--- src/design/ultrasonic_echo_ranger_unit_defines.svh ---
// Assertion helpers shared by the ranger RTL.
`ifndef ULTRASONIC_ECHO_RANGER_UNIT_DEFINES_SVH
`define ULTRASONIC_ECHO_RANGER_UNIT_DEFINES_SVH

// The consequent must hold in the same cycle as the antecedent.
`define UER_ASSERT_NOW(label, clk, rst_n, ante, cons, msg) \
    label: assert property (@(posedge clk) disable iff (!rst_n) (ante) |-> (cons)) \
        else $error(msg);

// The consequent must hold in the cycle after the antecedent.
`define UER_ASSERT_NEXT(label, clk, rst_n, ante, cons, msg) \
    label: assert property (@(posedge clk) disable iff (!rst_n) (ante) |=> (cons)) \
        else $error(msg);

`endif

--- src/design/uer_pkg.sv ---
`default_nettype none

package uer_pkg;

    // Fixed field widths.
    localparam int DIST_W     = 24;
    localparam int CFG_DATA_W = 16;
    localparam int CFG_IDX_W  = 3;
    localparam int PROD_W     = 40;

    // Default counter width for the tick and echo width counters.
    localparam int COUNT_BITS_DEF = 16;

    localparam logic [DIST_W-1:0] DIST_MAX = {DIST_W{1'b1}};

    // Configuration register indexes.
    localparam logic [CFG_IDX_W-1:0] CFG_PRE_LOW = 3'd0;
    localparam logic [CFG_IDX_W-1:0] CFG_PULSE   = 3'd1;
    localparam logic [CFG_IDX_W-1:0] CFG_TIMEOUT = 3'd2;
    localparam logic [CFG_IDX_W-1:0] CFG_SCALE   = 3'd3;
    localparam logic [CFG_IDX_W-1:0] CFG_WEIGHT  = 3'd4;

    // Configuration reset values.
    localparam logic [7:0]  PRE_LOW_RST = 8'd40;
    localparam logic [7:0]  PULSE_RST   = 8'd10;
    localparam logic [15:0] TIMEOUT_RST = 16'hFF00;
    localparam logic [15:0] SCALE_RST   = 16'd1114;
    localparam logic [8:0]  WEIGHT_RST  = 9'd128;

    // Full weight, Q1.8 value of 1.0.
    localparam logic [8:0] WEIGHT_ONE = 9'd256;

    typedef struct packed {
        logic [7:0]  pre_low_ticks;
        logic [7:0]  pulse_ticks;
        logic [15:0] timeout_ticks;
        logic [15:0] scale_per_tick;
        logic [8:0]  smooth_weight;
    } t_cfg;

    // Ranging cycle phases.
    typedef enum logic [2:0] {
        PH_IDLE,
        PH_PRELOW,
        PH_PULSE,
        PH_WAITRISE,
        PH_MEASURE
    } t_phase;

    // Blend sequencer states.
    typedef enum logic [2:0] {
        BL_IDLE,
        BL_SCALE,
        BL_ROUND,
        BL_NEW,
        BL_OLD,
        BL_SUM
    } t_blend_state;

    // Outcome of one tick, from the phase machine to the top.
    typedef struct packed {
        logic trig;
        logic busy;
        logic done;
        logic tout;
        logic blend_req;
    } t_tick_res;

    // Status of the blend unit.
    typedef struct packed {
        logic busy;
        logic done;
    } t_blend_stat;

endpackage

`default_nettype wire

--- src/design/uer_tick.sv ---
`default_nettype none

module uer_tick
    import uer_pkg::*;
#(
    parameter int COUNT_BITS = COUNT_BITS_DEF
) (
    input  wire logic                  i_clk,
    input  wire logic                  i_rst_n,
    input  wire logic                  i_step,
    input  wire logic                  i_start,
    input  wire logic                  i_echo,
    input  wire t_cfg                  i_cfg,
    output t_tick_res                  o_res,
    output logic [COUNT_BITS-1:0]      o_width
);

    localparam int LIM_W = (COUNT_BITS > 16) ? COUNT_BITS : 16;

    t_phase                r_phase, n_phase, ph_eff;
    logic [COUNT_BITS-1:0] r_pt, n_pt, pt_eff;
    logic [COUNT_BITS-1:0] r_ew, n_ew;
    logic [COUNT_BITS-1:0] lim, pt_inc;
    logic [LIM_W-1:0]      tmo_x, max_x;
    logic [7:0]            plen;
    logic                  pre_done, plen_one, pulse_end, lim_zero, rise_tmo, width_tmo;

    // Timeout limited to what the counters can hold.
    assign tmo_x    = LIM_W'(i_cfg.timeout_ticks);
    assign max_x    = LIM_W'({COUNT_BITS{1'b1}});
    assign lim      = (tmo_x > max_x) ? COUNT_BITS'(max_x) : COUNT_BITS'(tmo_x);
    assign lim_zero = (lim == '0);

    // A start item in idle acts as the first pre-low tick.
    assign ph_eff = (r_phase == PH_IDLE && i_start) ? PH_PRELOW : r_phase;
    assign pt_eff = (r_phase == PH_IDLE && i_start) ? '0 : r_pt;

    // Phase compares; a zero pulse length counts as one tick.
    assign plen      = (i_cfg.pulse_ticks == 8'd0) ? 8'd1 : i_cfg.pulse_ticks;
    assign plen_one  = (plen == 8'd1);
    assign pre_done  = (pt_eff >= COUNT_BITS'(i_cfg.pre_low_ticks));
    assign pt_inc    = r_pt + COUNT_BITS'(1);
    assign pulse_end = (pt_inc >= COUNT_BITS'(plen));
    assign rise_tmo  = (r_pt >= lim);
    assign width_tmo = (r_ew >= lim);

    // Next phase and counters for this tick.
    always_comb begin
        n_phase = r_phase;
        n_pt    = r_pt;
        n_ew    = r_ew;
        unique case (ph_eff)
            PH_IDLE: begin
                n_phase = PH_IDLE;
            end
            PH_PRELOW: begin
                if (pre_done) begin
                    if (plen_one) begin
                        n_phase = PH_WAITRISE;
                        n_pt    = '0;
                    end else begin
                        n_phase = PH_PULSE;
                        n_pt    = COUNT_BITS'(1);
                    end
                end else begin
                    n_phase = PH_PRELOW;
                    n_pt    = pt_eff + COUNT_BITS'(1);
                end
            end
            PH_PULSE: begin
                if (pulse_end) begin
                    n_phase = PH_WAITRISE;
                    n_pt    = '0;
                end else begin
                    n_pt = pt_inc;
                end
            end
            PH_WAITRISE: begin
                if (i_echo) begin
                    // The rising sample is the first high sample of the width.
                    if (lim_zero) begin
                        n_phase = PH_IDLE;
                        n_ew    = '0;
                    end else begin
                        n_phase = PH_MEASURE;
                        n_ew    = COUNT_BITS'(1);
                    end
                end else if (rise_tmo) begin
                    n_phase = PH_IDLE;
                end else begin
                    n_pt = pt_inc;
                end
            end
            PH_MEASURE: begin
                if (!i_echo || width_tmo) begin
                    n_phase = PH_IDLE;
                end else begin
                    n_ew = r_ew + COUNT_BITS'(1);
                end
            end
            default: begin
                n_phase = PH_IDLE;
            end
        endcase
    end

    // Per-tick outputs.
    always_comb begin
        o_res      = '0;
        o_res.busy = (n_phase != PH_IDLE);
        unique case (ph_eff)
            PH_IDLE: begin
                o_res.trig = 1'b0;
            end
            PH_PRELOW: begin
                o_res.trig = pre_done;
            end
            PH_PULSE: begin
                o_res.trig = 1'b1;
            end
            PH_WAITRISE: begin
                o_res.done = (i_echo && lim_zero) || (!i_echo && rise_tmo);
                o_res.tout = o_res.done;
            end
            PH_MEASURE: begin
                o_res.done      = !i_echo || width_tmo;
                o_res.tout      = i_echo && width_tmo;
                o_res.blend_req = !i_echo;
            end
            default: begin
                o_res.trig = 1'b0;
            end
        endcase
    end

    assign o_width = r_ew;

    // Phase state, advanced once per accepted word.
    always_ff @(posedge i_clk) begin
        if (!i_rst_n) begin
            r_phase <= PH_IDLE;
            r_pt    <= '0;
            r_ew    <= '0;
        end else if (i_step) begin
            r_phase <= n_phase;
            r_pt    <= n_pt;
            r_ew    <= n_ew;
        end
    end

endmodule

`default_nettype wire

--- src/design/uer_blend.sv ---
`default_nettype none

module uer_blend
    import uer_pkg::*;
#(
    parameter int COUNT_BITS = COUNT_BITS_DEF
) (
    input  wire logic                  i_clk,
    input  wire logic                  i_rst_n,
    input  wire logic                  i_start,
    input  wire logic [COUNT_BITS-1:0] i_width,
    input  wire t_cfg                  i_cfg,
    output t_blend_stat                o_stat,
    output logic [DIST_W-1:0]          o_smoothed
);

    t_blend_state          r_state, n_state;
    logic [COUNT_BITS-1:0] r_width;
    logic [DIST_W-1:0]     r_nv, r_smoothed, nv, n_smoothed;
    logic [PROD_W-1:0]     r_prod, mult_p;
    logic [32:0]           r_acc;
    logic [DIST_W-1:0]     mult_a;
    logic [15:0]           mult_b;
    logic [8:0]            w_clip, w_inv;
    logic [PROD_W:0]       rnd;
    logic [33:0]           sum;
    logic                  r_done;

    // Weight clipped to 1.0 and its complement.
    assign w_clip = (i_cfg.smooth_weight > WEIGHT_ONE) ? WEIGHT_ONE : i_cfg.smooth_weight;
    assign w_inv  = WEIGHT_ONE - w_clip;

    // Sequencer next state.
    always_comb begin
        n_state = r_state;
        unique case (r_state)
            BL_IDLE:  if (i_start) n_state = BL_SCALE;
            BL_SCALE: n_state = BL_ROUND;
            BL_ROUND: n_state = BL_NEW;
            BL_NEW:   n_state = BL_OLD;
            BL_OLD:   n_state = BL_SUM;
            BL_SUM:   n_state = BL_IDLE;
            default:  n_state = BL_IDLE;
        endcase
    end

    // Operand selection for the shared multiplier.
    always_comb begin
        unique case (r_state)
            BL_SCALE: begin
                mult_a = DIST_W'(r_width);
                mult_b = i_cfg.scale_per_tick;
            end
            BL_NEW: begin
                mult_a = r_nv;
                mult_b = 16'(w_inv);
            end
            BL_OLD: begin
                mult_a = r_smoothed;
                mult_b = 16'(w_clip);
            end
            default: begin
                mult_a = '0;
                mult_b = '0;
            end
        endcase
    end

    assign mult_p = {{(PROD_W-DIST_W){1'b0}}, mult_a} * {{(PROD_W-16){1'b0}}, mult_b};

    // New distance: scaled width rounded to 1/256 cm and saturated.
    assign rnd = (PROD_W+1)'(r_prod) + (PROD_W+1)'(128);
    assign nv  = (|rnd[PROD_W:DIST_W+8]) ? DIST_MAX : rnd[DIST_W+7:8];

    // Weighted sum of the new and old distance, rounded.
    assign sum        = 34'(r_acc) + 34'(r_prod[32:0]) + 34'd128;
    assign n_smoothed = (|sum[33:DIST_W+8]) ? DIST_MAX : sum[DIST_W+7:8];

    // Control registers.
    always_ff @(posedge i_clk) begin
        if (!i_rst_n) begin
            r_state    <= BL_IDLE;
            r_done     <= 1'b0;
            r_smoothed <= '0;
        end else begin
            r_state <= n_state;
            r_done  <= (r_state == BL_SUM);
            if (r_state == BL_SUM) begin
                r_smoothed <= n_smoothed;
            end
        end
    end

    // Datapath registers.
    always_ff @(posedge i_clk) begin
        if (r_state == BL_IDLE && i_start) begin
            r_width <= i_width;
        end
        if (r_state == BL_SCALE || r_state == BL_NEW || r_state == BL_OLD) begin
            r_prod <= mult_p;
        end
        if (r_state == BL_ROUND) begin
            r_nv <= nv;
        end
        if (r_state == BL_OLD) begin
            r_acc <= r_prod[32:0];
        end
    end

    assign o_stat.busy = (r_state != BL_IDLE);
    assign o_stat.done = r_done;
    assign o_smoothed  = r_smoothed;

endmodule

`default_nettype wire

--- src/design/ultrasonic_echo_ranger_unit.sv ---
`default_nettype none
`include "ultrasonic_echo_ranger_unit_defines.svh"

// Ultrasonic echo ranger. Each input word is one 1 us tick; a word with
// tuser set in idle starts a ranging cycle (trigger low, trigger pulse, echo
// rise wait, echo width count), and every word returns one output word with
// the trigger level to drive for that tick. A plain tick's word is in the
// output register the cycle after it is accepted, and the next word is taken
// then if the output slot is free or being drained. The tick on which the echo
// falls runs the distance scaling and blending through one shared 24x16
// multiplier under a small sequencer, five steps plus a hand-off; that word
// follows the hand-off and no word is taken meanwhile. Configuration writes are
// applied at once and must be made while no measurement is in flight.
module ultrasonic_echo_ranger_unit
    import uer_pkg::*;
#(
    parameter int COUNT_BITS = COUNT_BITS_DEF
) (
    input  wire logic                  i_clk,
    input  wire logic                  i_rst_n,
    // Input stream.
    input  wire logic                  i_s_tvalid,
    output logic                       o_s_tready,
    input  wire logic [7:0]            i_s_tdata,  // [0] echo_level, [7:1] zero
    input  wire logic                  i_s_tuser,  // [0] mode
    // Output stream.
    output logic                       o_m_tvalid,
    input  wire logic                  i_m_tready,
    // [0] trigger_level, [1] busy_res, [2] done_res, [3] timed_out,
    // [27:4] distance, [31:28] zero
    output logic [31:0]                o_m_tdata,
    // Configuration write port.
    input  wire logic                  i_cfg_we,
    input  wire logic [CFG_IDX_W-1:0]  i_cfg_index,
    input  wire logic [CFG_DATA_W-1:0] i_cfg_data
);

    t_cfg                  r_cfg;
    t_tick_res             tick_res;
    t_blend_stat           blend_stat;
    logic [COUNT_BITS-1:0] echo_width;
    logic [DIST_W-1:0]     smoothed;
    logic                  s_acc, m_acc, blend_go;
    logic                  r_out_valid, r_pend;
    logic                  r_out_trig, r_out_busy, r_out_done, r_out_tout;
    logic [DIST_W-1:0]     r_out_dist;

    // Configuration registers.
    always_ff @(posedge i_clk) begin
        if (!i_rst_n) begin
            r_cfg.pre_low_ticks  <= PRE_LOW_RST;
            r_cfg.pulse_ticks    <= PULSE_RST;
            r_cfg.timeout_ticks  <= TIMEOUT_RST;
            r_cfg.scale_per_tick <= SCALE_RST;
            r_cfg.smooth_weight  <= WEIGHT_RST;
        end else if (i_cfg_we) begin
            unique case (i_cfg_index)
                CFG_PRE_LOW: r_cfg.pre_low_ticks  <= i_cfg_data[7:0];
                CFG_PULSE:   r_cfg.pulse_ticks    <= i_cfg_data[7:0];
                CFG_TIMEOUT: r_cfg.timeout_ticks  <= i_cfg_data[15:0];
                CFG_SCALE:   r_cfg.scale_per_tick <= i_cfg_data[15:0];
                CFG_WEIGHT:  r_cfg.smooth_weight  <= i_cfg_data[8:0];
                default:     r_cfg <= r_cfg;
            endcase
        end
    end

    // Handshakes: one word in flight, output slot must be free or draining.
    assign o_s_tready = !r_pend && (!r_out_valid || i_m_tready);
    assign s_acc      = i_s_tvalid && o_s_tready;
    assign m_acc      = r_out_valid && i_m_tready;
    assign blend_go   = s_acc && tick_res.blend_req;

    uer_tick #(
        .COUNT_BITS (COUNT_BITS)
    ) u_tick (
        .i_clk   (i_clk),
        .i_rst_n (i_rst_n),
        .i_step  (s_acc),
        .i_start (i_s_tuser),
        .i_echo  (i_s_tdata[0]),
        .i_cfg   (r_cfg),
        .o_res   (tick_res),
        .o_width (echo_width)
    );

    uer_blend #(
        .COUNT_BITS (COUNT_BITS)
    ) u_blend (
        .i_clk      (i_clk),
        .i_rst_n    (i_rst_n),
        .i_start    (blend_go),
        .i_width    (echo_width),
        .i_cfg      (r_cfg),
        .o_stat     (blend_stat),
        .o_smoothed (smoothed)
    );

    // Output word valid and pending blend tracking.
    always_ff @(posedge i_clk) begin
        if (!i_rst_n) begin
            r_out_valid <= 1'b0;
            r_pend      <= 1'b0;
        end else if (blend_go) begin
            r_pend      <= 1'b1;
            r_out_valid <= 1'b0;
        end else if (s_acc) begin
            r_out_valid <= 1'b1;
        end else if (blend_stat.done) begin
            r_pend      <= 1'b0;
            r_out_valid <= 1'b1;
        end else if (m_acc) begin
            r_out_valid <= 1'b0;
        end
    end

    // Output word payload.
    always_ff @(posedge i_clk) begin
        if (s_acc) begin
            r_out_trig <= tick_res.trig;
            r_out_busy <= tick_res.busy;
            r_out_done <= tick_res.done;
            r_out_tout <= tick_res.tout;
            r_out_dist <= smoothed;
        end else if (blend_stat.done) begin
            r_out_dist <= smoothed;
        end
    end

    assign o_m_tvalid = r_out_valid;
    assign o_m_tdata  = {4'b0000, r_out_dist, r_out_tout, r_out_done, r_out_busy, r_out_trig};

    `UER_ASSERT_NEXT(a_blend_sets_pend, i_clk, i_rst_n, blend_go, r_pend && !r_out_valid,
        "echo fall tick did not hold the output for the blend")
    `UER_ASSERT_NEXT(a_plain_tick_out, i_clk, i_rst_n, s_acc && !tick_res.blend_req,
        r_out_valid, "plain tick did not load the output word")
    `UER_ASSERT_NOW(a_pend_no_out, i_clk, i_rst_n, r_pend, !r_out_valid,
        "output word valid while a blend is pending")
    `UER_ASSERT_NOW(a_blend_in_pend, i_clk, i_rst_n, blend_stat.busy || blend_stat.done,
        r_pend, "blend unit active without a pending word")

endmodule

`default_nettype wire

--- config.mk ---
export PLATFORM = sky130hd
export DESIGN_NAME = ultrasonic_echo_ranger_unit
export DESIGN_NICKNAME = d
export VERILOG_FILES = /design/src/design/uer_pkg.sv /design/src/design/uer_tick.sv /design/src/design/uer_blend.sv /design/src/design/ultrasonic_echo_ranger_unit.sv
export VERILOG_INCLUDE_DIRS = /design/src /design/src/design
export SDC_FILE = /design/constraint.sdc
export NUM_CORES = 1
export LEC_CHECK = 0
export BUFFER_PORTS_ARGS = -buffer_cell sky130_fd_sc_hd__buf_2
export CAP_MARGIN = 40
export CORE_MARGIN = 2
export CORE_UTILIZATION = 50
export CTS_CLUSTER_DIAMETER = 150
export CTS_CLUSTER_SIZE = 12
export DETAILED_ROUTE_END_ITERATION = 10
export GPL_TIMING_DRIVEN = 0
export HOLD_SLACK_MARGIN = 0.08
export MAX_ROUTING_LAYER = met4
export PLACE_DENSITY = 0.74
export SETUP_SLACK_MARGIN = 0.1
export SYNTH_ARGS = -nofsm -noshare
export SYNTH_HDL_FRONTEND = slang
export SYNTH_HIERARCHICAL = 1
export SYNTH_SLANG_ARGS = --single-unit
--- constraint.sdc ---
create_clock -name i_clk -period 12 [get_ports i_clk]
set_input_delay 1.2 -clock i_clk [delete_from_list [all_inputs] [get_ports i_clk]]
set_output_delay 1.2 -clock i_clk [all_outputs]
set_load 0.005 [all_outputs]
### Word level (Yosys, flattened, before mapping)

Index checks and enable logic that the tools add are counted.

| storage, ports and cells | value |
|---|---|
| register bits after elaboration | 263 |
| input port bits | 33 |
| output and inout port bits | 34 |
| word-level logic and storage cells | 135 |

| operators by class | value |
|---|---|
| add/subtract/negate cells | 7 |
| $mul | 1 |
| magnitude comparators | 6 |
| eq/ne operators | 20 |
| muxes and demuxes | 39 |
| bitwise operators | 1 |
| reduce and logical (&&, ||, !) cells | 39 |

Operators with widths:

| cell | count |
|---|---|
| $mux W16 | 8 |
| $pmux W16 S3 | 2 |
| $mux W24 | 3 |
| $pmux W24 S3 | 1 |
| $add A16 B1 Y16 const B | 3 |
| $add A40 B8 Y41 const B | 1 |
| $mul A24 B16 Y40 | 1 |
| $add A33 B33 Y34 | 1 |
| $add A34 B8 Y34 const B | 1 |
| $ge A16 B16 Y1 | 2 |
| $ge A16 B8 Y1 | 2 |
| $pmux W16 S2 | 1 |
| $mux W3 | 7 |
| $eq A3 B2 Y1 const B | 6 |
| $gt A16 B16 Y1 const B | 1 |
| $logic_not A16 Y1 | 1 |
| $pmux W3 S5 | 1 |
| $eq A3 B3 Y1 const B | 4 |
| $pmux W3 S4 | 1 |
| $reduce_and A2 Y1 | 6 |
| $mux W1 | 10 |
| $eq A3 B1 Y1 const B | 3 |
| $gt A9 B9 Y1 const B | 1 |
| $logic_and A1 B1 Y1 | 9 |
| other kinds (19) | 37 |

### Longest topological paths before layout

| depth | value |
|---|---|
| depth in word-level cells | 8 |
| gate-level depth with buffers | 34 |
| depth with buffers taken out | 31 |

### By module

The synthesis kept the hierarchy.

By module, submodules not included:

| module | times used | cells each | area an instance (um^2) |
|---|---|---|---|
| uer_blend | 1 | 2093 | 19737.7 |
| uer_tick | 1 | 473 | 3737.3 |
| ultrasonic_echo_ranger_unit | 1 | 287 | 3134.3 |

### Least setup slack after synthesis

Ideal clock, no wire load.

| path | value |
|---|---|
| kind | register to register |
| start | register r_cfg[8] in the netlist's numbering |
| end | register u_blend.r_prod[33] (data pin) |
| arrival | 7.749 ns |
| data required time | 11.741 ns |
| setup slack | 3.992 ns |
| cell stages (with the launch flop) | 32 |
| path buffers | 3 |
| period minus slack after synthesis | 8.008 ns |
| cells stage by stage | dfxtp_1 clkbuf_1 nor2b_1 inv_1 ha_1 clkbuf_1 o21ai_0 o21ai_0 a21oi_1 a222oi_1 clkbuf_1 nor2_1 fa_1 inv_1 fa_1 fa_1 fa_1 inv_1 fa_1 inv_1 fa_1 inv_1 ha_1 nand2_1 or4_1 o211a_1 or4_1 o21ai_1 a21oi_1 o21ai_1 a31oi_1 xnor2_1 |

| on the way | value |
|---|---|
| word-level cells in the longest chain between the ends | 5 |

Ends and longest elaborated chain:

| what | RTL line | RTL |
|---|---|---|
| start, declared | ultrasonic_echo_ranger_unit.sv:38 | `t_cfg r_cfg;` |
| start signal, assigned | ultrasonic_echo_ranger_unit.sv:63 | `default: r_cfg <= r_cfg;` |
| $gt A9 B9 Y1 | uer_blend.sv:30 | `assign w_clip = (i_cfg.smooth_weight > WEIGHT_ONE) ? WEIGHT_ONE : i_cfg.smooth_weight;` |
| $mux W9 (*) | uer_blend.sv:30 |  |
| $sub A9 B9 Y9 | uer_blend.sv:31 | `assign w_inv = WEIGHT_ONE - w_clip;` |
| $pmux W16 S3 (*) | uer_blend.sv:49 | `unique case (r_state)` |
| $mul A24 B16 Y40 (*) | uer_blend.sv:69 | `assign mult_p = {{(PROD_W-DIST_W){1'b0}}, mult_a} * {{(PROD_W-16){1'b0}}, mult_b};` |
| net u_blend.mult_p[33] | uer_blend.sv:20 | `logic [PROD_W-1:0] r_prod, mult_p;` |
| end signal, assigned | uer_blend.sv:100 | `r_prod <= mult_p;` |
| end, declared | uer_blend.sv:20 |  |

Mark *: on every way through the listed nets, which the timed path passes. The rest lies on a longest branch.
A chain may end at the register's enable or synchronous reset.

### Worst setup path after layout

Same ends and word-level chain as after synthesis.

==> flow_metrics.tcl <==
set metrics [dict create \
    dieHeight_um 234.7 \
    final_nets 3580 \
    powerDensity_mw_per_mm2 79.78 \
    drc 0 \
    worstPathMaxFanout 10 \
    drv_cap 0 \
    dp.cells 3673 \
    cp.arrival_ns 10.09 \
    final_cell_mix "464 x inv_1, 377 x nand2_1, 306 x fa_1" \
    first_pass_iters 6 \
    synth.avg_cell_area_um2 9.327 \
    setup_violations 0 \
    worstMarginPinSlew_ns 1.248 \
    period_share 0.8160 \
    fin_cells 3722 \
    ctsResizeCount 0 \
    clockBufferDepth 3 \
    cts-root-buf "clkbuf_16" \
    cts_tree "built" \
    crit_buf_inv 8 \
    fmax_ghz 0.1021 \
    setup_tns_ns 0 \
    syn_to_final_growth_pct 8.516 \
    start_util 0.5064 \
    antenna_found_initial 4 \
    hp-class "reg -> reg" \
    synth_ff_type "edfxtp_1" \
    total_power_uw 2304 \
    synth_cells 2853 \
    io_pins 67 \
    post_drt_wl_per_cell_um 19.77 \
    grt_pass1_vias 21034 \
    path_class "reg -> reg" \
    cts_sinks 263 \
    postRouteAntennaNets 0 \
    finalCriticalPeriod_ns 9.792 \
    coreArea_mm2 0.05255 \
    first_iter_violations 2128 \
    fp.dieW_um 234.7 \
    globalRouteOverflowTotal 0 \
    drv_slew 0 \
    die-area_mm2 0.05508 \
    grt_max_degree 34 \
    htreeDepth 1 \
    ys_seq_area_frac 0.2509 \
    vias_per_cell 5.688 \
    skew_ns 0.01375 \
    rsz0062_at_grt "no" \
    crit_required_ns 12.29 \
    track_usage 0.2744 \
    critPathLaunchType "register" \
    hold_violations 0 \
    yosysTopAreaCell "fa_1" \
    slowest_delay_ns 1.06 \
    synth_top_area_share 0.2302 \
    setup.worst_path.end_class "register" \
    max_slew_margin 0.1681 \
    synthTopCellsByArea "fa_1 23%, edfxtp_1 16%, ha_1 11%" \
    dp_hpwl_um 60220 \
    critical_path.top_delay_family "adder cells" \
    rows 84 \
    synthDistinctLibCells 112 \
    dr_total_vias 21170 \
    portBuffers 55 \
    cpMostUsedCell "fa_1" \
    status "finished clean" \
    numCtsBuffers 25 \
    hold_ws_ns 0.4537 \
    slowest_stage "a222oi_1" \
    ir_worst_vdd_v 0.00009497 \
    synth_edf_count 141 \
    clk_pin_slew_ns 0.06 \
    async_reset_ff_frac 0 \
    ctsHoldBuffers 0 \
    fillCellCount 4703 \
    drive_gt1_frac 0.06667 \
    gp_congestion 1.012 \
    insertion_delay_ns 0.55 \
    syn_area_mm2 0.02661 \
    cts_setup_buffers 0 \
    synthesis.yosys.warnings 6 \
    final_common_cell "inv_1" \
    grt_pass1_wl_um 115800 \
    leakage_uw 0.01277 \
    routed_wl_um 73580 \
    synth-seq-cells 263 \
]
==> worst paths after layout <==
kind | end | cells after the start | slack (ns) | from
max | u_blend/r_prod[33] | 31 | 2.21 | r_cfg[8]
min | r_cfg[50] | 2 | 0.45 | r_cfg[50]
max reg2reg | u_blend/r_prod[33] | 31 | 2.21 | r_cfg[8]
min reg2reg | r_cfg[50] | 2 | 0.45 | r_cfg[50]
==> registers in the layout, indices dropped and copies added, names as in the netlist, 16 cells and up <==
| signal | count |
|---|---|
| u_tick/o_width | 16 |
| u_blend/o_smoothed | 24 |
| u_blend/r_prod | 40 |
| r_cfg | 57 |
| u_blend/r_nv | 24 |
| r_out_dist | 24 |
| u_tick/r_pt | 16 |
| u_blend/r_acc | 33 |
| u_blend/r_width | 16 |
==> report_power, final <==
part	internal, uW	switching [uW]
Clock	391	340
Sequential	978	8.04
Combinational	249	338
==> synth_stat cells (all sizes together), types with 5 or more instances <==
| cell | count |
|---|---|
| nor2b | 21 |
| a21o | 41 |
| a41oi | 7 |
| inv | 466 |
| a211oi | 17 |
| a221oi | 7 |
| nand2b | 36 |
| o211ai | 8 |
| a311oi | 5 |
| o31ai | 6 |
| o221a | 23 |
| and3 | 22 |
| nor2 | 224 |
| o21ai | 90 |
| mux2i | 51 |
| nand4 | 22 |
| or2 | 7 |
| clkbuf | 74 |
| xor2 | 40 |
| nor4 | 10 |
| edfxtp | 141 |
| a21oi | 89 |
| and2 | 21 |
| fa | 306 |
| a31oi | 11 |
| a21boi | 19 |
| nand4b | 6 |
| o21a | 26 |
| a22oi | 13 |
| buf | 41 |
| or3 | 11 |
| xnor2 | 56 |
| a22o | 8 |
| nand2 | 379 |
| dfxtp | 122 |
| nand3 | 92 |
| ha | 227 |
| o21bai | 6 |
| and4 | 10 |
| nor3 | 28 |
==> routing by layer <==
layer / GRT usage / routed length (um)
met1: 0.3864 / 31530
met2: 0.4040 / 31800
met3: 0.05005 / 7815
met4: 0.08228 / 2435
met5: - / 0
==> cell type report <==
cell class              count  area, um^2  area share
diodes                      4       10.01   0.0003467
multi-input cells        2064       17800      0.6164
repair buffers             77       462.9     0.01603
clock inverters             1       20.02   0.0006933
inverters                 467        1753     0.06071
clock buffers              42       689.4     0.02388
well taps                 688       860.8     0.02981
plain buffers             116       603.1     0.02089
flip-flops and latches    263        6676      0.2312
==> logic make-up after synthesis <==
family / share of synthesized area
compound gates: 0.1142
xor+xnor: 0.03160
fa+ha+maj: 0.3373
buf+inv: 0.08849
flops: 0.2509
mux: 0.01975
other cells: 0.0004232
simple gates: 0.1573
==> per-stage QoR <==
stage / setup slack [ns] / utilization / area, um^2
3_5_place_dp: 2.477 / 0.5355 / 28140
2_1_floorplan: 3.992 / - / 26820
4_1_cts: 2.455 / 0.5490 / 28850
6_report: 2.208 / 0.5495 / 28880
5_1_grt: 1.813 / 0.5494 / 28870
3_3_place_gp: 2.606 / 0.5320 / 27960
==> worst reg2reg max path: cells and delay by family, from the launching register on <==
family                   cells  cell delay [ns]
adder cells (fa/ha/maj)      8             3.56
AND/OR/NAND/NOR              5             1.46
flip-flops                   1             0.39
XOR/XNOR                     1             0.16
AO/OA/AOI/OAI                9             2.46
buffers and inverters        8             1.52
Note: power is estimated with default switching activity, not from simulation.
